===== src/rtl/vbbp_pkg.sv =====
// ----------------------------------------------------------------------------
// vbbp_pkg
// Shared types and constants for the bang-bang valve positioner: field
// widths, ratio constants, state codes and inter-module structs.
// ----------------------------------------------------------------------------
package vbbp_pkg;

   localparam int FRAC_BITS      = 12;
   localparam int ADC_BITS       = 16;
   localparam int COUNT_BITS     = 16;
   localparam int GOAL_BITS      = 13;
   localparam int POS_BITS       = 16;
   localparam int TOL_BITS       = 12;
   localparam int LIMIT_BITS     = 4;
   localparam int KIND_BITS      = 2;
   localparam int CSR_DATA_BITS  = 12;
   localparam int CSR_INDEX_BITS = 2;

   // largest ratio constant (2000) needs 11 bits
   localparam int CONST_BITS = 11;
   localparam int DEN_W      = ADC_BITS + CONST_BITS;
   localparam int MAG_W      = DEN_W + FRAC_BITS;
   localparam int QUO_BITS   = POS_BITS - 1;
   localparam int REM_W      = DEN_W + 1;
   localparam int CMP_W      = DEN_W + QUO_BITS;
   localparam int CNT_W      = $clog2(QUO_BITS + 1);

   // butterfly: 50 w / (47 s); linear: (2000 w - 63 s) / (1400 s)
   localparam int BFLY_NUM_K = 50;
   localparam int BFLY_DEN_K = 47;
   localparam int LIN_W_K    = 2000;
   localparam int LIN_S_K    = 63;
   localparam int LIN_DEN_K  = 1400;

   localparam logic [KIND_BITS-1:0] KIND_BUTTERFLY = 2'd0;
   localparam logic [KIND_BITS-1:0] KIND_LINEAR    = 2'd1;

   localparam logic [TOL_BITS-1:0]   START_TOL_RESET   = 12'd205;
   localparam logic [TOL_BITS-1:0]   LOOP_TOL_RESET    = 12'd123;
   localparam logic [LIMIT_BITS-1:0] WRONG_LIMIT_RESET = 4'd5;
   localparam logic [LIMIT_BITS-1:0] WRONG_MAX         = {LIMIT_BITS{1'b1}};

   localparam logic signed [POS_BITS-1:0] POS_MAX       = POS_BITS'((1 << (POS_BITS - 1)) - 1);
   localparam logic signed [POS_BITS-1:0] POS_MINUS_ONE = POS_BITS'(-(1 << FRAC_BITS));

   typedef enum logic [2:0] {
      PH_IDLE,
      PH_LOAD,
      PH_DIV,
      PH_POS,
      PH_FINISH
   } phase_type;

   typedef enum logic [1:0] {
      MODE_IDLE,
      MODE_ARMED,
      MODE_CLOSING,
      MODE_OPENING
   } mode_type;

   typedef enum logic [1:0] {
      STATUS_IDLE,
      STATUS_MOVING,
      STATUS_OK,
      STATUS_FAIL
   } status_type;

   typedef enum logic [1:0] {
      PULSE_NONE,
      PULSE_OPEN,
      PULSE_CLOSE
   } pulse_type;

   typedef enum logic [CSR_INDEX_BITS-1:0] {
      CSR_VALVE_KIND,
      CSR_START_TOL,
      CSR_LOOP_TOL,
      CSR_WRONG_LIMIT
   } csr_index_type;

   typedef struct packed {
      logic                done;
      logic                overflow;
      logic [QUO_BITS-1:0] quotient;
      logic                rem_nonzero;
   } div_result_type;

   typedef struct packed {
      pulse_type  pulse;
      logic       channel;
      status_type status;
   } track_result_type;

endpackage


===== src/rtl/valve_bang_bang_positioner.sv =====
// ----------------------------------------------------------------------------
// valve_bang_bang_positioner
// Bang-bang valve positioner: a command item arms a move to a target opening;
// each sample item turns wiper/supply counts into a position and returns the
// next drive pulse and the move status.
//
// Channels: req_* carries items (req_type 0 command, 1 sample), rsp_* returns
// one result per item, csr_* writes the four setup registers (always ready).
// All channels are valid/ready.
// A sample runs the wiper/supply ratio through a bit-serial divider, one
// quotient bit per cycle, and passes through load, divide, position and
// decision steps; a command needs no division and goes from load straight
// to the decision. A new item is taken only once the last one has left the
// decision step.
// The result sits in an output register; while the receiver stalls, one more
// item is taken and worked up to its decision, then the input stalls until
// the output register drains.
// Synchronous reset returns the setup registers to their defaults, clears
// the move state to idle and empties the output register.
// ----------------------------------------------------------------------------
module valve_bang_bang_positioner (
   input  logic                                  clock,
   input  logic                                  reset,
   input  logic                                  req_valid,
   output logic                                  req_ready,
   input  logic                                  req_type,
   input  logic [vbbp_pkg::GOAL_BITS-1:0]        req_target_open,
   input  logic                                  req_valve_select,
   input  logic [vbbp_pkg::COUNT_BITS-1:0]       req_wiper_count,
   input  logic [vbbp_pkg::COUNT_BITS-1:0]       req_supply_count,
   output logic                                  rsp_valid,
   input  logic                                  rsp_ready,
   output logic [1:0]                            rsp_drive_pulse,
   output logic                                  rsp_drive_channel,
   output logic [1:0]                            rsp_move_status,
   output logic signed [vbbp_pkg::POS_BITS-1:0]  rsp_position_now,
   output logic                                  rsp_divide_fault,
   input  logic                                  csr_valid,
   output logic                                  csr_ready,
   input  logic [vbbp_pkg::CSR_INDEX_BITS-1:0]   csr_index,
   input  logic [vbbp_pkg::CSR_DATA_BITS-1:0]    csr_data
);

   localparam int ADC_BITS   = vbbp_pkg::ADC_BITS;
   localparam int DEN_W      = vbbp_pkg::DEN_W;
   localparam int FRAC_BITS  = vbbp_pkg::FRAC_BITS;
   localparam int POS_BITS   = vbbp_pkg::POS_BITS;
   localparam int GOAL_BITS  = vbbp_pkg::GOAL_BITS;
   localparam int COUNT_BITS = vbbp_pkg::COUNT_BITS;

   // setup registers
   logic [vbbp_pkg::KIND_BITS-1:0]  kind_ff;
   logic [vbbp_pkg::TOL_BITS-1:0]   start_tol_ff;
   logic [vbbp_pkg::TOL_BITS-1:0]   loop_tol_ff;
   logic [vbbp_pkg::LIMIT_BITS-1:0] limit_ff;

   vbbp_pkg::phase_type phase_ff, phase_in;

   logic                         type_ff;
   logic [GOAL_BITS-1:0]         target_ff;
   logic                         select_ff;
   logic [COUNT_BITS-1:0]        wiper_ff;
   logic [COUNT_BITS-1:0]        supply_ff;
   logic                         neg_ff, neg_in;
   logic                         fault_ff, fault_in;
   logic signed [POS_BITS-1:0]   pos_ff, pos_in;

   logic                         rsp_valid_ff;
   logic [1:0]                   pulse_ff;
   logic                         channel_ff;
   logic [1:0]                   status_ff;
   logic signed [POS_BITS-1:0]   out_pos_ff;
   logic                         out_fault_ff;

   logic                         req_fire, div_start, finish_fire;
   logic [ADC_BITS-1:0]          w, s;
   logic [DEN_W-1:0]             wk, sk, bfly, lin_mag, den;
   logic [vbbp_pkg::MAG_W-1:0]   num;
   logic                         lin_neg, is_linear, is_unknown;

   vbbp_pkg::div_result_type     div_res;
   vbbp_pkg::track_result_type   trk_res;

   // ---- setup port ----
   assign csr_ready = 1'b1;

   always_ff @(posedge clock) begin
      if (reset) begin
         kind_ff      <= vbbp_pkg::KIND_BUTTERFLY;
         start_tol_ff <= vbbp_pkg::START_TOL_RESET;
         loop_tol_ff  <= vbbp_pkg::LOOP_TOL_RESET;
         limit_ff     <= vbbp_pkg::WRONG_LIMIT_RESET;
      end else if (csr_valid) begin
         case (vbbp_pkg::csr_index_type'(csr_index))
            vbbp_pkg::CSR_VALVE_KIND:  kind_ff      <= csr_data[vbbp_pkg::KIND_BITS-1:0];
            vbbp_pkg::CSR_START_TOL:   start_tol_ff <= csr_data[vbbp_pkg::TOL_BITS-1:0];
            vbbp_pkg::CSR_LOOP_TOL:    loop_tol_ff  <= csr_data[vbbp_pkg::TOL_BITS-1:0];
            vbbp_pkg::CSR_WRONG_LIMIT: limit_ff     <= csr_data[vbbp_pkg::LIMIT_BITS-1:0];
            default: ;
         endcase
      end
   end

   // ---- sequencer ----
   always_comb begin
      phase_in = phase_ff;
      case (phase_ff)
         vbbp_pkg::PH_IDLE:   if (req_valid) phase_in = vbbp_pkg::PH_LOAD;
         vbbp_pkg::PH_LOAD:   phase_in = type_ff ? vbbp_pkg::PH_DIV : vbbp_pkg::PH_FINISH;
         vbbp_pkg::PH_DIV:    if (div_res.done) phase_in = vbbp_pkg::PH_POS;
         vbbp_pkg::PH_POS:    phase_in = vbbp_pkg::PH_FINISH;
         vbbp_pkg::PH_FINISH: if (!rsp_valid_ff || rsp_ready) phase_in = vbbp_pkg::PH_IDLE;
         default:             phase_in = vbbp_pkg::PH_IDLE;
      endcase
   end

   always_comb begin
      req_ready   = phase_ff == vbbp_pkg::PH_IDLE;
      div_start   = phase_ff == vbbp_pkg::PH_LOAD && type_ff;
      finish_fire = phase_ff == vbbp_pkg::PH_FINISH && (!rsp_valid_ff || rsp_ready);
   end

   assign req_fire = req_valid && req_ready;

   always_ff @(posedge clock) begin
      if (reset) begin
         phase_ff <= vbbp_pkg::PH_IDLE;
      end else begin
         phase_ff <= phase_in;
      end
   end

   always_ff @(posedge clock) begin
      if (req_fire) begin
         type_ff   <= req_type;
         target_ff <= req_target_open;
         select_ff <= req_valve_select;
         wiper_ff  <= req_wiper_count;
         supply_ff <= req_supply_count;
      end
   end

   // ---- ratio operands ----
   always_comb begin
      w          = wiper_ff[ADC_BITS-1:0];
      s          = supply_ff[ADC_BITS-1:0];
      is_linear  = kind_ff == vbbp_pkg::KIND_LINEAR;
      is_unknown = kind_ff != vbbp_pkg::KIND_BUTTERFLY && !is_linear;
      wk         = DEN_W'(w) * DEN_W'(vbbp_pkg::LIN_W_K);
      sk         = DEN_W'(s) * DEN_W'(vbbp_pkg::LIN_S_K);
      bfly       = DEN_W'(w) * DEN_W'(vbbp_pkg::BFLY_NUM_K);
      lin_neg    = sk > wk;
      lin_mag    = lin_neg ? sk - wk : wk - sk;
      num        = {is_linear ? lin_mag : bfly, {FRAC_BITS{1'b0}}};
      den        = is_linear ? DEN_W'(s) * DEN_W'(vbbp_pkg::LIN_DEN_K)
                             : DEN_W'(s) * DEN_W'(vbbp_pkg::BFLY_DEN_K);
      neg_in     = is_linear && lin_neg;
      fault_in   = !is_unknown && s == '0;
   end

   vbbp_divider u_divider (
      .clock       (clock),
      .reset       (reset),
      .start       (div_start),
      .numerator   (num),
      .denominator (den),
      .result      (div_res)
   );

   // ---- position ----
   always_comb begin
      if (is_unknown) begin
         pos_in = vbbp_pkg::POS_MINUS_ONE;
      end else if (fault_ff || (div_res.overflow && !neg_ff)) begin
         pos_in = vbbp_pkg::POS_MAX;
      end else if (neg_ff) begin
         pos_in = POS_BITS'(0) - ({1'b0, div_res.quotient} + POS_BITS'(div_res.rem_nonzero));
      end else begin
         pos_in = {1'b0, div_res.quotient};
      end
   end

   always_ff @(posedge clock) begin
      if (div_start) begin
         neg_ff   <= neg_in;
         fault_ff <= fault_in;
      end
      if (phase_ff == vbbp_pkg::PH_POS) begin
         pos_ff <= pos_in;
      end
   end

   // ---- move tracking ----
   vbbp_track u_track (
      .clock       (clock),
      .reset       (reset),
      .apply       (finish_fire),
      .is_command  (!type_ff),
      .target      (target_ff),
      .select      (select_ff),
      .position    (pos_ff),
      .start_tol   (start_tol_ff),
      .loop_tol    (loop_tol_ff),
      .wrong_limit (limit_ff),
      .result      (trk_res)
   );

   // ---- result register ----
   always_ff @(posedge clock) begin
      if (reset) begin
         rsp_valid_ff <= 1'b0;
      end else if (finish_fire) begin
         rsp_valid_ff <= 1'b1;
      end else if (rsp_ready) begin
         rsp_valid_ff <= 1'b0;
      end
   end

   always_ff @(posedge clock) begin
      if (finish_fire) begin
         pulse_ff     <= trk_res.pulse;
         channel_ff   <= trk_res.channel;
         status_ff    <= trk_res.status;
         out_pos_ff   <= type_ff ? pos_ff : '0;
         out_fault_ff <= type_ff && fault_ff;
      end
   end

   assign rsp_valid         = rsp_valid_ff;
   assign rsp_drive_pulse   = pulse_ff;
   assign rsp_drive_channel = channel_ff;
   assign rsp_move_status   = status_ff;
   assign rsp_position_now  = out_pos_ff;
   assign rsp_divide_fault  = out_fault_ff;

endmodule


===== src/rtl/vbbp_divider.sv =====
// ----------------------------------------------------------------------------
// vbbp_divider
// Restoring divider, one quotient bit per cycle. Flags quotients that do not
// fit the positive position range and reports a nonzero remainder.
// ----------------------------------------------------------------------------
module vbbp_divider (
   input  logic                        clock,
   input  logic                        reset,
   input  logic                        start,
   input  logic [vbbp_pkg::MAG_W-1:0]  numerator,
   input  logic [vbbp_pkg::DEN_W-1:0]  denominator,
   output vbbp_pkg::div_result_type    result
);

   localparam int DEN_W    = vbbp_pkg::DEN_W;
   localparam int REM_W    = vbbp_pkg::REM_W;
   localparam int QUO_BITS = vbbp_pkg::QUO_BITS;
   localparam int CMP_W    = vbbp_pkg::CMP_W;
   localparam int CNT_W    = vbbp_pkg::CNT_W;

   logic [REM_W-1:0]    rem_ff, rem_in;
   logic [QUO_BITS-1:0] shift_ff, shift_in;
   logic [DEN_W-1:0]    den_ff, den_in;
   logic [CNT_W-1:0]    count_ff, count_in;
   logic                busy_ff, busy_in;
   logic                done_ff, done_in;
   logic                ovf_ff, ovf_in;

   logic [REM_W-1:0] trial;
   logic [REM_W-1:0] den_ext;
   logic             fits;

   always_comb begin
      trial    = {rem_ff[REM_W-2:0], shift_ff[QUO_BITS-1]};
      den_ext  = {1'b0, den_ff};
      fits     = trial >= den_ext;
      rem_in   = rem_ff;
      shift_in = shift_ff;
      den_in   = den_ff;
      count_in = count_ff;
      busy_in  = busy_ff;
      ovf_in   = ovf_ff;
      done_in  = 1'b0;
      if (start) begin
         den_in   = denominator;
         rem_in   = REM_W'(numerator >> QUO_BITS);
         shift_in = numerator[QUO_BITS-1:0];
         ovf_in   = CMP_W'(numerator) >= {denominator, {QUO_BITS{1'b0}}};
         count_in = CNT_W'(QUO_BITS);
         busy_in  = 1'b1;
      end else if (busy_ff) begin
         if (fits) begin
            rem_in = trial - den_ext;
         end else begin
            rem_in = trial;
         end
         shift_in = {shift_ff[QUO_BITS-2:0], fits};
         count_in = count_ff - CNT_W'(1);
         if (count_ff == CNT_W'(1)) begin
            busy_in = 1'b0;
            done_in = 1'b1;
         end
      end
   end

   always_ff @(posedge clock) begin
      if (reset) begin
         busy_ff  <= 1'b0;
         done_ff  <= 1'b0;
         count_ff <= '0;
      end else begin
         busy_ff  <= busy_in;
         done_ff  <= done_in;
         count_ff <= count_in;
      end
   end

   always_ff @(posedge clock) begin
      rem_ff   <= rem_in;
      shift_ff <= shift_in;
      den_ff   <= den_in;
      ovf_ff   <= ovf_in;
   end

   assign result.done        = done_ff;
   assign result.overflow    = ovf_ff;
   assign result.quotient    = shift_ff;
   assign result.rem_nonzero = |rem_ff;

endmodule


===== src/rtl/vbbp_track.sv =====
// ----------------------------------------------------------------------------
// vbbp_track
// Move tracking: holds goal, channel, mode, last driven position and the
// wrong-direction count, and decides pulse and status for each item.
// ----------------------------------------------------------------------------
module vbbp_track (
   input  logic                                 clock,
   input  logic                                 reset,
   input  logic                                 apply,
   input  logic                                 is_command,
   input  logic [vbbp_pkg::GOAL_BITS-1:0]       target,
   input  logic                                 select,
   input  logic signed [vbbp_pkg::POS_BITS-1:0] position,
   input  logic [vbbp_pkg::TOL_BITS-1:0]        start_tol,
   input  logic [vbbp_pkg::TOL_BITS-1:0]        loop_tol,
   input  logic [vbbp_pkg::LIMIT_BITS-1:0]      wrong_limit,
   output vbbp_pkg::track_result_type           result
);

   localparam int POS_BITS   = vbbp_pkg::POS_BITS;
   localparam int GOAL_BITS  = vbbp_pkg::GOAL_BITS;
   localparam int TOL_BITS   = vbbp_pkg::TOL_BITS;
   localparam int LIMIT_BITS = vbbp_pkg::LIMIT_BITS;

   vbbp_pkg::mode_type                  mode_ff, mode_in;
   logic [GOAL_BITS-1:0]                goal_ff, goal_in;
   logic                                channel_ff, channel_in;
   logic signed [POS_BITS-1:0]          prev_ff, prev_in;
   logic [LIMIT_BITS-1:0]               wrong_ff, wrong_in;

   logic signed [POS_BITS:0] diff;
   logic [POS_BITS:0]        distance;
   logic [POS_BITS:0]        start_ext, loop_ext;
   logic [POS_BITS-1:0]      abs_p, abs_prev, goal_ext;
   logic                     p_gt_g, p_eq_g, closing, wrong, settle, settle_close;
   logic [LIMIT_BITS-1:0]    wrong_next;

   always_comb begin
      diff      = {position[POS_BITS-1], position} - $signed({1'b0, (POS_BITS-GOAL_BITS)'(0),
                                                              goal_ff});
      distance  = diff[POS_BITS] ? (POS_BITS+1)'(0) - diff : diff;
      start_ext = {(POS_BITS+1-TOL_BITS)'(0), start_tol};
      loop_ext  = {(POS_BITS+1-TOL_BITS)'(0), loop_tol};
      goal_ext  = {(POS_BITS-GOAL_BITS)'(0), goal_ff};
      abs_p     = position[POS_BITS-1] ? POS_BITS'(0) - position : position;
      abs_prev  = prev_ff[POS_BITS-1] ? POS_BITS'(0) - prev_ff : prev_ff;
      p_eq_g    = diff == '0;
      p_gt_g    = !diff[POS_BITS] && !p_eq_g;
      closing   = mode_ff == vbbp_pkg::MODE_CLOSING;
      wrong     = closing ? (abs_p > abs_prev) : (abs_p < abs_prev);
      if (wrong && wrong_ff != vbbp_pkg::WRONG_MAX) begin
         wrong_next = wrong_ff + LIMIT_BITS'(1);
      end else begin
         wrong_next = wrong_ff;
      end
   end

   always_comb begin
      mode_in        = mode_ff;
      goal_in        = goal_ff;
      channel_in     = channel_ff;
      prev_in        = prev_ff;
      wrong_in       = wrong_ff;
      result.pulse   = vbbp_pkg::PULSE_NONE;
      result.status  = vbbp_pkg::STATUS_IDLE;
      settle         = 1'b0;
      settle_close   = closing;
      if (is_command) begin
         goal_in       = target;
         channel_in    = select;
         mode_in       = vbbp_pkg::MODE_ARMED;
         wrong_in      = '0;
         prev_in       = '0;
         result.status = vbbp_pkg::STATUS_MOVING;
      end else begin
         case (mode_ff)
            vbbp_pkg::MODE_IDLE: begin
               result.status = vbbp_pkg::STATUS_IDLE;
            end
            vbbp_pkg::MODE_ARMED: begin
               if (distance < start_ext || p_eq_g) begin
                  result.status = vbbp_pkg::STATUS_OK;
                  mode_in       = vbbp_pkg::MODE_IDLE;
               end else begin
                  mode_in      = p_gt_g ? vbbp_pkg::MODE_CLOSING : vbbp_pkg::MODE_OPENING;
                  settle_close = p_gt_g;
                  settle       = 1'b1;
               end
            end
            default: begin
               wrong_in = wrong_next;
               if (wrong_next > wrong_limit) begin
                  result.status = vbbp_pkg::STATUS_FAIL;
                  mode_in       = vbbp_pkg::MODE_IDLE;
               end else if (closing ? (abs_p < goal_ext) : (abs_p > goal_ext)) begin
                  result.status = vbbp_pkg::STATUS_OK;
                  mode_in       = vbbp_pkg::MODE_IDLE;
               end else begin
                  settle = 1'b1;
               end
            end
         endcase
         if (settle) begin
            if (distance > loop_ext) begin
               prev_in       = position;
               result.pulse  = settle_close ? vbbp_pkg::PULSE_CLOSE : vbbp_pkg::PULSE_OPEN;
               result.status = vbbp_pkg::STATUS_MOVING;
            end else begin
               result.status = (distance > start_ext) ? vbbp_pkg::STATUS_FAIL
                                                      : vbbp_pkg::STATUS_OK;
               mode_in       = vbbp_pkg::MODE_IDLE;
            end
         end
      end
      result.channel = channel_in;
   end

   always_ff @(posedge clock) begin
      if (reset) begin
         mode_ff    <= vbbp_pkg::MODE_IDLE;
         goal_ff    <= '0;
         channel_ff <= 1'b0;
         prev_ff    <= '0;
         wrong_ff   <= '0;
      end else if (apply) begin
         mode_ff    <= mode_in;
         goal_ff    <= goal_in;
         channel_ff <= channel_in;
         prev_ff    <= prev_in;
         wrong_ff   <= wrong_in;
      end
   end

endmodule


===== config.mk =====
export PLATFORM = sky130hd
export DESIGN_NAME = valve_bang_bang_positioner
export DESIGN_NICKNAME = d
export VERILOG_FILES = /design/src/rtl/vbbp_pkg.sv /design/src/rtl/valve_bang_bang_positioner.sv /design/src/rtl/vbbp_divider.sv /design/src/rtl/vbbp_track.sv
export SDC_FILE = /design/constraint.sdc
export NUM_CORES = 1
export LEC_CHECK = 0
export ABC_AREA = 1
export BUFFER_PORTS_ARGS = -buffer_cell sky130_fd_sc_hd__buf_2
export CORE_MARGIN = 2
export CORE_UTILIZATION = 45
export CTS_CLUSTER_SIZE = 8
export DETAILED_ROUTE_END_ITERATION = 16
export SLEW_MARGIN = 5
export SYNTH_ARGS = -nofsm -noshare
export SYNTH_HDL_FRONTEND = slang
export SYNTH_HIERARCHICAL = 1
export SYNTH_SLANG_ARGS = --single-unit

===== constraint.sdc =====
create_clock -name clock -period 12.7 [get_ports clock]
set_input_delay 1.27 -clock clock [delete_from_list [all_inputs] [get_ports clock]]
set_output_delay 1.27 -clock clock [all_outputs]
set_load 0.05 [all_outputs]

==> metrics.log, run 1 <==
[metrics] Final Skew: 29.9 ps
[metrics] Worst Reg2Reg Path Length in Cells: 34
[metrics] effective utilization at floorplan: 0.452
[metrics] Setup Buffers After CTS: 0
[metrics] Most common cell on crit path: nand2_1
[metrics] first-pass GRT wire length: 138000 um
[metrics] total number of yosys warnings: 6
[metrics] final critical-path required period: 7790 ps
[metrics] final WL: 86400 um
[metrics] highest-count cells in the layout ignoring fill and taps: 985 x nand2_1, 911 x inv_1, 394 x ha_1
[metrics] leading post-synthesis cells by cell area: ha_1 16%, edfxtp_1 15%, fa_1 12%
[metrics] number of remaining DRC errors: 0
[metrics] data required time at the worst endpoint: 13000 ps
[metrics] clock latency at the later pin of the worst-skew pair: 560 ps
[metrics] Avg WL per Cell: 16.4 um
[metrics] Max stage delay cell, worst path: fa_1
[metrics] placed wire-length estimate after detailed placement: 72000 um
[metrics] final setup vio count: 0
[metrics] buffers added on ports: 89
[metrics] Final TNS setup: 0 ps
[metrics] number of rows created at floorplan: 96
[metrics] Vias/cell: 5.09
[metrics] number of violations of the max-capacitance limit: 0
[metrics] clock slew at reported path FFs: 50 ps
[metrics] area taken by multi-input logic gates: 20900 um^2
[metrics] initial drt markers: 1791
[metrics] hold-fix buffer count after cts: 0
[metrics] synthesized instance count: 4273
[metrics] Yosys top cell area share: 0.160
[metrics] Post-synth ARST share: 0
[metrics] startpoint type of the worst setup path: flip-flop
[metrics] fillcell total: 6925
[metrics] Min-Delay Startpoint: limit_ff[2]$_SDFFE_PP1P_
[metrics] maximum number of pins on one net before global-route repair: 76
[metrics] library cell with the largest summed area after synthesis: ha_1
[metrics] sequential fraction of the synthesis area: 0.202
[metrics] crit path kind: flip-flop to flip-flop
[metrics] Reg area: 6230 um^2
[metrics] worst slew slack as a fraction of its limit: 0.231
[metrics] cell count of the worst hold path: 2
[metrics] Min-Delay Endpoint: limit_ff[2]$_SDFFE_PP1P_
[metrics] clock buffers created by TritonCTS: 38
[metrics] Die Span Y: 266 um
[metrics] fraction of final layout cells with drive strength greater than 1: 0.0681
[metrics] area of the placeable core: 68200 um^2
[metrics] unrepaired setup endpoints after global routing: false
[metrics] Worst Tran Pin Value: 1150 ps
[metrics] root buffer cell: clkbuf_16
[metrics] Cell variety after synth: 67
[metrics] most common library cell in the layout ignoring fill and taps: nand2_1
[metrics] Die Footprint: 70700 um^2
[metrics] Crit path buffers/inverters: 3
[metrics] classification of the worst-slack hold path: flip-flop to flip-flop
[metrics] worst reg2reg endpoint: u_divider/ovf_ff$_DFFE_PP_
[metrics] chip width: 266 um
[metrics] layout-stage area growth over the synthesis result: 8.12%
[metrics] maximum buffer depth of the clock tree: 3
[metrics] worst reg2reg startpoint: s[5]$_DFFE_PP_
[metrics] overall track demand over capacity in global routing: 0.245
[metrics] Antenna Violating Nets Remaining: 0
[metrics] most used flip-flop cell after synthesis: edfxtp_1
[metrics] sinks on the clock net: 234
[metrics] Tcrit/Tclk final: 0.614
[metrics] count of final hold-check violations: 0
[metrics] number of global-route vias before repair: 26000
[metrics] run status: completed
[metrics] Critical Path Max Stage Delay: 670 ps
[metrics] combined area of all synthesized cells: 30900 um^2
[metrics] router iterations before antenna repair: 6
[metrics] slack of the worst reg-to-reg path: 4910 ps
[metrics] gpl congestion: 0.983
[metrics] flop and latch count out of synthesis: 234
[metrics] antenna cell count: 0
[metrics] Boundary Pins: 91
[metrics] total global routing overflow: 0
[metrics] average instance area after synthesis: 7.22 um^2
[metrics] fmax: 128 MHz
[metrics] count of pins over their slew limit: 0
[metrics] endpoint arrival time on the critical path: 8090 ps
[metrics] final layout net count: 5013
[metrics] crit-path leading delay family: adder cells
[metrics] element type at the critical path end: flip-flop
[metrics] antenna violations before repair: 0
[metrics] number of instances resized during post-cts repair: 0
[metrics] critical-path maximum fanout: 28
[metrics] CTS HTree Levels: 2
[metrics] count of flip-flops with a built-in enable after synthesis: 154
[metrics] vias: 26800
[metrics] clock tree from TritonCTS: built
layout make-up:
class | count | area share
clock buffer | 60 | 0.0319
inverter | 928 | 0.104
clock inverter | 7 | 0.00330
timing repair buffer | 98 | 0.0154
sequential | 234 | 0.187
tap | 882 | 0.0331
multi-input combinational | 3062 | 0.625
synthesized netlist by cell type (all sizes together), types with 4 or more instances:
cell	n
nand2	1049
nor3	39
inv	925
dfxtp	80
o21bai	9
fa	191
clkbuf	43
and2	8
or2	10
xor2	83
edfxtp	154
nor2	277
nor4	20
o211ai	15
a31oi	6
nand3	273
o21ai	165
a21oi	309
o21a	9
a211oi	14
a21o	4
a21boi	6
ha	394
nand4	67
nand3b	12
xnor2	44
o31ai	10
buf	29
worst max-delay path by stage:
stage,startpoint,cells after the start,endpoint,slack (ps)
after floorplan,w[0]$_DFFE_PP_,30,u_divider/ovf_ff$_DFFE_PP_,6410
after global placement,s[3]$_DFFE_PP_,34,u_divider/ovf_ff$_DFFE_PP_,5020
after detailed placement,s[5]$_DFFE_PP_,32,u_divider/ovf_ff$_DFFE_PP_,4990
after CTS,s[5]$_DFFE_PP_,34,u_divider/ovf_ff$_DFFE_PP_,4980
after global routing,s[3]$_DFFE_PP_,34,u_divider/ovf_ff$_DFFE_PP_,4190
final,s[5]$_DFFE_PP_,34,u_divider/ovf_ff$_DFFE_PP_,4910
cells by family after synthesis:
group                    count (synthesis)  share of synthesized area
AND/OR/NAND/NOR                       1763                      0.252
buffers and inverters                 1000                      0.125
adder cells (fa/ha/maj)                585                      0.284
AO/OA/AOI/OAI                          562                      0.101
flip-flops                             234                      0.202
XOR/XNOR                               127                     0.0360
other                                    2                   0.000243
flip-flops by register name, indices dropped and copies added, names as in the netlist, 2 cells and up:
signal              flops
u_track/prev_ff        16
target_ff              13
u_divider/den_ff       27
limit_ff                4
s                      16
u_track/mode_ff         2
u_divider/count_ff      4
u_track/wrong_ff        4
start_tol_ff           12
pos_ff                 16
rsp_move_status         2
loop_tol_ff            12
kind_ff                 2
phase_ff                3
u_divider/rem_ff       28
u_divider/shift_ff     15
w                      16
rsp_position_now       16
u_track/goal_ff        13
rsp_drive_pulse         2
per-stage QoR:
stage | setup WS, ps | hold slack (ps) | instance area [um^2] | std cells | utilization
after floorplan | 6410 | 426 | 31000 | 4296 | -
after global placement | 5020 | 440 | 32200 | 5204 | 0.472
after detailed placement | 4990 | 446 | 32200 | 5204 | 0.472
after CTS | 4980 | 461 | 33400 | 5271 | 0.489
after global routing | 4190 | 476 | 33400 | 5271 | 0.489
final | 4910 | 458 | 33400 | 5271 | 0.489
per-layer routing:
| metal | global-route usage | part of all wire | vias to the layer above |
|---|---|---|---|
| met3 | 0.0196 | 0.038 | 130 |
| met4 | 0.0780 | 0.031 | 0 |
| met5 | 0 | 0 | - |
| met1 | 0.330 | 0.46 | 12400 |
| li1 | - | - | 13700 |
| met2 | 0.418 | 0.47 | 569 |
worst min-delay path, delay by kind of cell, from the launching register on:
family	cells	cell delay (ps)
AND/OR/NAND/NOR	2	100
flip-flops	1	320
Power of run 1 is left out: the tool's default activity adds up to more than one toggle a clock period on the data nets, which glitch-free logic cannot reach.
==> inputs of run 2 (changes only) <==
--- a/config.mk
+++ b/config.mk
@@ -5,7 +5,7 @@
 export SDC_FILE = /design/constraint.sdc
 export NUM_CORES = 1
 export LEC_CHECK = 0
-export ABC_AREA = 1
+export ABC_AREA = 0
 export BUFFER_PORTS_ARGS = -buffer_cell sky130_fd_sc_hd__buf_2
 export CORE_MARGIN = 2
 export CORE_UTILIZATION = 45
==> constraint.sdc (replaced) <==
create_clock -name clock -period 6.5 [get_ports clock]
set_input_delay 0.65 -clock clock [delete_from_list [all_inputs] [get_ports clock]]
set_output_delay 0.65 -clock clock [all_outputs]
set_load 0.05 [all_outputs]
==> metrics.log, run 2 <==
[metrics] Avg WL per Cell: 18.3 um (+12%)
[metrics] placed wire-length estimate after detailed placement: 69900 um (-2.9%)
[metrics] startpoint type of the worst setup path: flip-flop
[metrics] router iterations before antenna repair: 5 (-1)
[metrics] count of flip-flops with a built-in enable after synthesis: 154 (unchanged)
[metrics] placed inst area: 33300 um^2 (+3.3%)
[metrics] initial drt markers: 1647 (-8.0%)
[metrics] Die Span Y: 257 um (-3.3%)
[metrics] average instance area after synthesis: 8.78 um^2 (+22%)
[metrics] clock buffers created by TritonCTS: 36 (-5.3%)
[metrics] worst hold slack: 251 ps (-206 ps)
[metrics] Biggest register: u_divider/rem_ff
[metrics] worst setup margin: -1590 ps (-6500 ps)
[metrics] Final Skew: 21.5 ps (-8.41 ps)
[metrics] antenna violations before repair: 0 (unchanged)
[metrics] classification of the worst-slack hold path: primary input to flip-flop
[metrics] clock latency at the later pin of the worst-skew pair: 560 ps (about the same)
[metrics] number of violations of the max-capacitance limit: 0 (unchanged)
[metrics] sequential fraction of the synthesis area: 0.216 (+0.0143)
[metrics] highest-count cells in the layout ignoring fill and taps: 545 x inv_1, 414 x buf_4, 384 x ha_1
[metrics] overall track demand over capacity in global routing: 0.260 (+0.0149)
[metrics] flip-flop count of the largest register, all copies and words added: 28 (unchanged)
[metrics] fraction of final layout cells with drive strength greater than 1: 0.204 (+0.136)
[metrics] endpoint arrival time on the critical path: 8430 ps (+340 ps)
[metrics] maximum number of pins on one net before global-route repair: 70 (-7.9%)
[metrics] final layout net count: 4458 (-11%)
[metrics] Most common cell on crit path: ha_1
[metrics] unrepaired setup endpoints after global routing: true
[metrics] number of rows created at floorplan: 92 (-4.2%)
[metrics] most used flip-flop cell after synthesis: edfxtp_1
[metrics] most common library cell in the layout ignoring fill and taps: inv_1
[metrics] largest registers: u_divider/rem_ff x28, u_divider/den_ff x27
[metrics] Critical Path Max Stage Delay: 560 ps (-110 ps)
[metrics] combined area of all synthesized cells: 28800 um^2 (-6.6%)
[metrics] most instantiated library cell after synthesis: inv_1
[metrics] CTS HTree Levels: 2 (unchanged)
[metrics] Vias/cell: 5.45 (+7.1%)
[metrics] maximum buffer depth of the clock tree: 3 (unchanged)
[metrics] number of remaining DRC errors: 0 (unchanged)
[metrics] clock slew at reported path FFs: 60 ps (about the same)
[metrics] failing checks: negative setup slack
[metrics] Tcrit/Tclk final: 1.24 (+0.631)
[metrics] count of final hold-check violations: 0 (unchanged)
[metrics] leading post-synthesis cells by cell area: ha_1 17%, edfxtp_1 16%, fa_1 13%
[metrics] Max stage delay cell, worst path: fa_2
[metrics] layout-stage area growth over the synthesis result: 22.9%
[metrics] commonest cells in the netlist: 554 x inv_1, 394 x ha_1, 236 x nand2_1
[metrics] Cell variety after synth: 111 (+66%)
[metrics] total global routing overflow: 0 (unchanged)
[metrics] Post-synth ARST share: 0 (unchanged)
[metrics] Die Footprint: 66100 um^2 (-6.5%)
[metrics] setup slack after placement: -1850 ps (-6840 ps)
[metrics] Yosys top cell area share: 0.171 (+0.0113)
[metrics] number of global-route vias before repair: 26200 (+0.66%)
[metrics] final WL: 85600 um (-0.94%)
[metrics] library cell with the largest summed area after synthesis: ha_1
[metrics] worst slew slack as a fraction of its limit: 0.232 (+0.000696)
[metrics] sinks on the clock net: 234 (unchanged)
[metrics] buffers added on ports: 89 (unchanged)
[metrics] root buffer cell: clkbuf_16
[metrics] clock tree from TritonCTS: built
[metrics] fmax: 124 MHz (-3.7%)
[metrics] final critical-path required period: 8090 ps (+298 ps)
[metrics] count of pins over their slew limit: 0 (unchanged)
[metrics] flop and latch count out of synthesis: 234 (unchanged)
[metrics] antenna cell count: 0 (unchanged)
[metrics] chip width: 257 um (-3.3%)
[metrics] run status: finished with violations
[metrics] post-route cell area: 35400 um^2 (+6.2%)
[metrics] total number of yosys warnings: 6 (unchanged)
[metrics] gpl congestion: 0.927 (-5.7%)
[metrics] Worst Tran Pin Value: 1150 ps (+0.763 ps)
[metrics] Boundary Pins: 91 (unchanged)
[metrics] first-pass GRT wire length: 139000 um (+0.42%)
[metrics] area of the placeable core: 63200 um^2 (-7.4%)
[metrics] Antenna Violating Nets Remaining: 0 (unchanged)
[metrics] effective utilization at floorplan: 0.456 (+0.00368)
[metrics] final setup vio count: 27 (+27)
[metrics] data required time at the worst endpoint: 6840 ps (-6160 ps)
[metrics] element type at the critical path end: flip-flop
[metrics] critical-path maximum fanout: 4 (-86%)
[metrics] fillcell total: 5751 (-17%)
[metrics] synthesized instance count: 3281 (-23%)
[metrics] crit path kind: flip-flop to flip-flop
[metrics] vias: 25500 (-4.9%)
[run 2: cell types whose count changed in the layout (fill, tap and decap cells not counted), moves of 36 or more]
cell / change
buf_6: +47
a21o_1: +58
nor2_1: -73
xnor2_1: +54
nand2_1: -752
a21oi_1: -87
nand3_1: -211
nand2_2: -55
nand2b_1: +36
buf_4: +405
inv_1: -366
[run 2: stage by stage]
step,setup TNS (ps),utilization,instances
final,-15320,0.561,4678
after CTS,-12970,0.558,4674
after global routing,-25580,0.561,4678
after floorplan,-3440,-,3304
after global placement,-14700,0.526,4562
after detailed placement,-18860,0.526,4562
[run 2: critical path, delay by kind of cell (launching register included)]
kind,cells,cell delay [ps]
AO/OA/AOI/OAI,20,3670
adder cells (fa/ha/maj),6,2110
AND/OR/NAND/NOR,6,850
buffers and inverters,4,470
flip-flops,1,460
XOR/XNOR,2,310
[run 2: path summary, 6_finish.rpt]
check / start / to / slack (ps) / cells past startpoint
max reg2reg: s[3]$_DFFE_PP_ / u_divider/ovf_ff$_DFFE_PP_ / -1590 / 38
min: req_supply_count[12] / s[12]$_DFFE_PP_ / 250 / 1
max: s[3]$_DFFE_PP_ / u_divider/ovf_ff$_DFFE_PP_ / -1590 / 38
min reg2reg: start_tol_ff[4]$_SDFFE_PP0P_ / start_tol_ff[4]$_SDFFE_PP0P_ / 460 / 2
[run 2: timing repair]
item                                    in CTS  in global routing
resized for setup                          129                 28
endpoints found under the setup margin      43                 48
cloned                                       0                  0
hold buffers                                 0                  0
pin swaps                                   65                  7
buffers inserted                            56                  4
[run 2: logic make-up (layout without fill, tap and decap cells)]
family	after synthesis	count (layout)	share of synthesized area
and+or+nand+nor	839	839	0.149
AOI/OAI and AO/OA	774	774	0.180
buffers and inverters	644	1172	0.0869
adders and majority gates	585	585	0.304
DFF	234	234	0.216
xor gates and xnor gates	160	160	0.0486
muxes	43	43	0.0161
other	2	25	0.000261
[run 2: final cells by class]
cell class / instances / area, um^2 / share of cell area
clock buffer: 57 / 980 / 0.0277
clock inverter: 6 / 83.8 / 0.00237
inverter: 555 / 2090 / 0.0589
multi-input combinational: 2426 / 20800 / 0.588
sequential: 234 / 6230 / 0.176
tap: 846 / 1060 / 0.0299
timing repair buffer: 554 / 4160 / 0.117
[run 2: routing by layer]
layer	up-vias	GRT usage	share of wire
li1	12400	-	-
met3	149	0.0263	0.037
met4	0	0.0849	0.033
met1	12400	0.330	0.44
met5	-	0	0
met2	543	0.462	0.49
Power of run 2 is left out for the same reason.
==> inputs of run 3 (changes only) <==
==> constraint.sdc (replaced) <==
create_clock -name clock -period 6.5 [get_ports clock]
set_input_delay 1.3 -clock clock [delete_from_list [all_inputs] [get_ports clock]]
set_output_delay 1.3 -clock clock [all_outputs]
set_load 0.05 [all_outputs]
==> metrics.log, run 3 (synthesis results as in run 2) <==
[metrics] placed cells: 4562 (unchanged)
[metrics] element type at the critical path end: flip-flop
[metrics] buffers added on ports: 89 (unchanged)
[metrics] Final TNS setup: -13100 ps (+2220 ps)
[metrics] number of global-route vias before repair: 26100 (-0.44%)
[metrics] Boundary Pins: 91 (unchanged)
[metrics] final critical-path required period: 7990 ps (-96.5 ps)
[metrics] largest registers: u_divider/rem_ff x28, u_divider/den_ff x27
[metrics] first-pass GRT wire length: 139000 um (+0.17%)
[metrics] data required time at the worst endpoint: 6770 ps (-70 ps)
[metrics] met2 layer wire length in the routed design: 42600 um (+0.80%)
[metrics] run status: finished with violations
[metrics] Most common cell on crit path: buf_6
[metrics] Biggest register: u_divider/rem_ff
[metrics] Tcrit/Tclk final: 1.23 (-0.0148)
[metrics] worst reg2reg startpoint: s[4]$_DFFE_PP_
[metrics] highest-count cells in the layout ignoring fill and taps: 536 x inv_1, 408 x buf_4, 382 x ha_1
[metrics] placed wire-length estimate after detailed placement: 70300 um (+0.52%)
[metrics] antenna violations before repair: 0 (unchanged)
[metrics] Metal-1 WL: 37400 um (+0.28%)
[metrics] endpoint arrival time on the critical path: 8260 ps (-170 ps)
[metrics] critical-path maximum fanout: 4 (unchanged)
[metrics] layout-stage area growth over the synthesis result: 23.5%
[metrics] crit path kind: flip-flop to flip-flop
[metrics] antenna cell count: 0 (unchanged)
[metrics] clock slew at reported path FFs: 60 ps (about the same)
[metrics] gpl congestion: 0.927 (about the same)
[metrics] initial drt markers: 1422 (-14%)
[metrics] Reg area: 6230 um^2 (unchanged)
[metrics] clock latency at the later pin of the worst-skew pair: 550 ps (about the same)
[metrics] Min-Delay Endpoint: loop_tol_ff[2]$_SDFFE_PP0P_
[metrics] Min-Delay Startpoint: loop_tol_ff[2]$_SDFFE_PP0P_
[metrics] flip-flop count of the largest register, all copies and words added: 28 (unchanged)
[metrics] maximum number of pins on one net before global-route repair: 70 (unchanged)
[metrics] classification of the worst-slack hold path: flip-flop to flip-flop
[metrics] final setup vio count: 27 (unchanged)
[metrics] number of remaining DRC errors: 0 (unchanged)
[metrics] count of pins over their slew limit: 0 (unchanged)
[metrics] Die Span Y: 257 um (unchanged)
[metrics] most common library cell in the layout ignoring fill and taps: inv_1
[metrics] worst setup margin: -1490 ps (+96.5 ps)
[metrics] Die Footprint: 66100 um^2 (unchanged)
[metrics] Final Skew: 21.1 ps (-0.371 ps)
[metrics] fillcell total: 5741 (-0.17%)
[metrics] final layout net count: 4459 (+0.022%)
[metrics] Worst Tran Pin Value: 1140 ps (-7.39 ps)
[metrics] area of the placeable core: 63200 um^2 (unchanged)
[metrics] Worst Reg2Reg Path Length in Cells: 41 (+7.9%)
[metrics] sinks on the clock net: 234 (unchanged)
[metrics] slack of the worst reg-to-reg path: -1490 ps (+100 ps)
[metrics] met3 wirelength from detailed routing: 3570 um (+13%)
[metrics] CTS HTree Levels: 2 (unchanged)
[metrics] Layout Cells excl Fill: 4678 (unchanged)
[metrics] cell count of the worst hold path: 2 (+1)
[metrics] Critical Path Max Stage Delay: 550 ps (about the same)
[metrics] chip width: 257 um (unchanged)
[metrics] Antenna Violating Nets Remaining: 0 (unchanged)
[metrics] total global routing overflow: 0 (unchanged)
[metrics] effective utilization at floorplan: 0.456 (unchanged)
[metrics] Avg WL per Cell: 18.5 um (+1.1%)
[metrics] fraction of final layout cells with drive strength greater than 1: 0.214 (+0.0102)
[metrics] number of violations of the max-capacitance limit: 0 (unchanged)
[metrics] startpoint type of the worst setup path: flip-flop
[metrics] maximum buffer depth of the clock tree: 3 (unchanged)
[metrics] clock buffers created by TritonCTS: 36 (unchanged)
[metrics] failing checks: negative setup slack
[metrics] final WL: 86500 um (+1.1%)
[metrics] count of final hold-check violations: 0 (unchanged)
[metrics] root buffer cell: clkbuf_16
[metrics] router iterations before antenna repair: 5 (unchanged)
[metrics] max layer used: met4
[metrics] clock tree from TritonCTS: built
[metrics] area taken by multi-input logic gates: 21000 um^2 (+0.67%)
[metrics] number of rows created at floorplan: 92 (unchanged)
[metrics] worst slew slack as a fraction of its limit: 0.237 (+0.00494)
[metrics] fmax: 125 MHz (+1.2%)
[metrics] final core utilization: 0.563 (+0.00249)
[metrics] vias: 25600 (+0.63%)
[metrics] worst reg2reg endpoint: u_divider/ovf_ff$_DFFE_PP_
[metrics] Max stage delay cell, worst path: fa_2
[metrics] Vias/cell: 5.48 (+0.63%)
[metrics] worst hold slack: 454 ps (+203 ps)
[metrics] overall track demand over capacity in global routing: 0.261 (+0.000621)
[metrics] unrepaired setup endpoints after global routing: true
[run 3: changes by cell type in the layout (fill, tap and decap cells not counted), moves of 5 or more]
cell     previous run  this run
a21oi_2            15        20
buf_4             414       408
inv_2               8        17
buf_6              47        53
o21ai_2             9        16
inv_1             545       536
[run 3: cell type report]
type / count / share of cell area
Timing Repair Buffer: 555 / 0.118
Inverter: 555 / 0.0586
Sequential cell: 234 / 0.175
Clock buffer: 58 / 0.0282
Tap cell: 846 / 0.0297
Clock inverter: 4 / 0.000984
Multi-Input combinational cell: 2426 / 0.589
[run 3: per-layer routing]
layer | track usage | vias to the layer above
li1 | - | 12400
met1 | 0.333 | 12500
met2 | 0.460 | 611
met3 | 0.0268 | 154
met4 | 0.0858 | 0
met5 | 0 | -
[run 3: worst max path at each step]
stage / start / to / slack (ps) / cells past startpoint
after floorplan: s[4]$_DFFE_PP_ / u_divider/ovf_ff$_DFFE_PP_ / -1310 / 36
after global placement: w[1]$_DFFE_PP_ / u_divider/ovf_ff$_DFFE_PP_ / -1640 / 37
after detailed placement: s[2]$_DFFE_PP_ / u_divider/ovf_ff$_DFFE_PP_ / -1810 / 37
after CTS: s[4]$_DFFE_PP_ / u_divider/ovf_ff$_DFFE_PP_ / -1490 / 38
after global routing: w[2]$_DFFE_PP_ / u_divider/ovf_ff$_DFFE_PP_ / -1860 / 41
final: s[4]$_DFFE_PP_ / u_divider/ovf_ff$_DFFE_PP_ / -1490 / 41
[run 3: metrics by stage]
| stage | setup slack, ps | instance area [um^2] |
|---|---|---|
| after detailed placement | -1810 | 33300 |
| after floorplan | -1310 | 29000 |
| final | -1490 | 35600 |
| after global routing | -1860 | 35600 |
| after CTS | -1490 | 35100 |
| after global placement | -1640 | 33300 |
[run 3: timing repair]
| item | CTS | global route |
|---|---|---|
| pin swaps | 72 | 60 |
| buffers inserted | 47 | 31 |
| endpoints found under the setup margin | 27 | 49 |
| cloned | 1 | 1 |
| hold buffers | 0 | 0 |
| gates resized for setup | 102 | 117 |
[run 3: critical path, delay by kind of cell, from the launching register on]
kind	cells	cell delay, ps
adders and majority gates	6	2170
buffers and inverters	7	710
DFF	1	480
AOI/OAI and AO/OA	19	3290
xor gates and xnor gates	1	100
and+or+nand+nor	8	970
Power of run 3 is left out for the same reason.
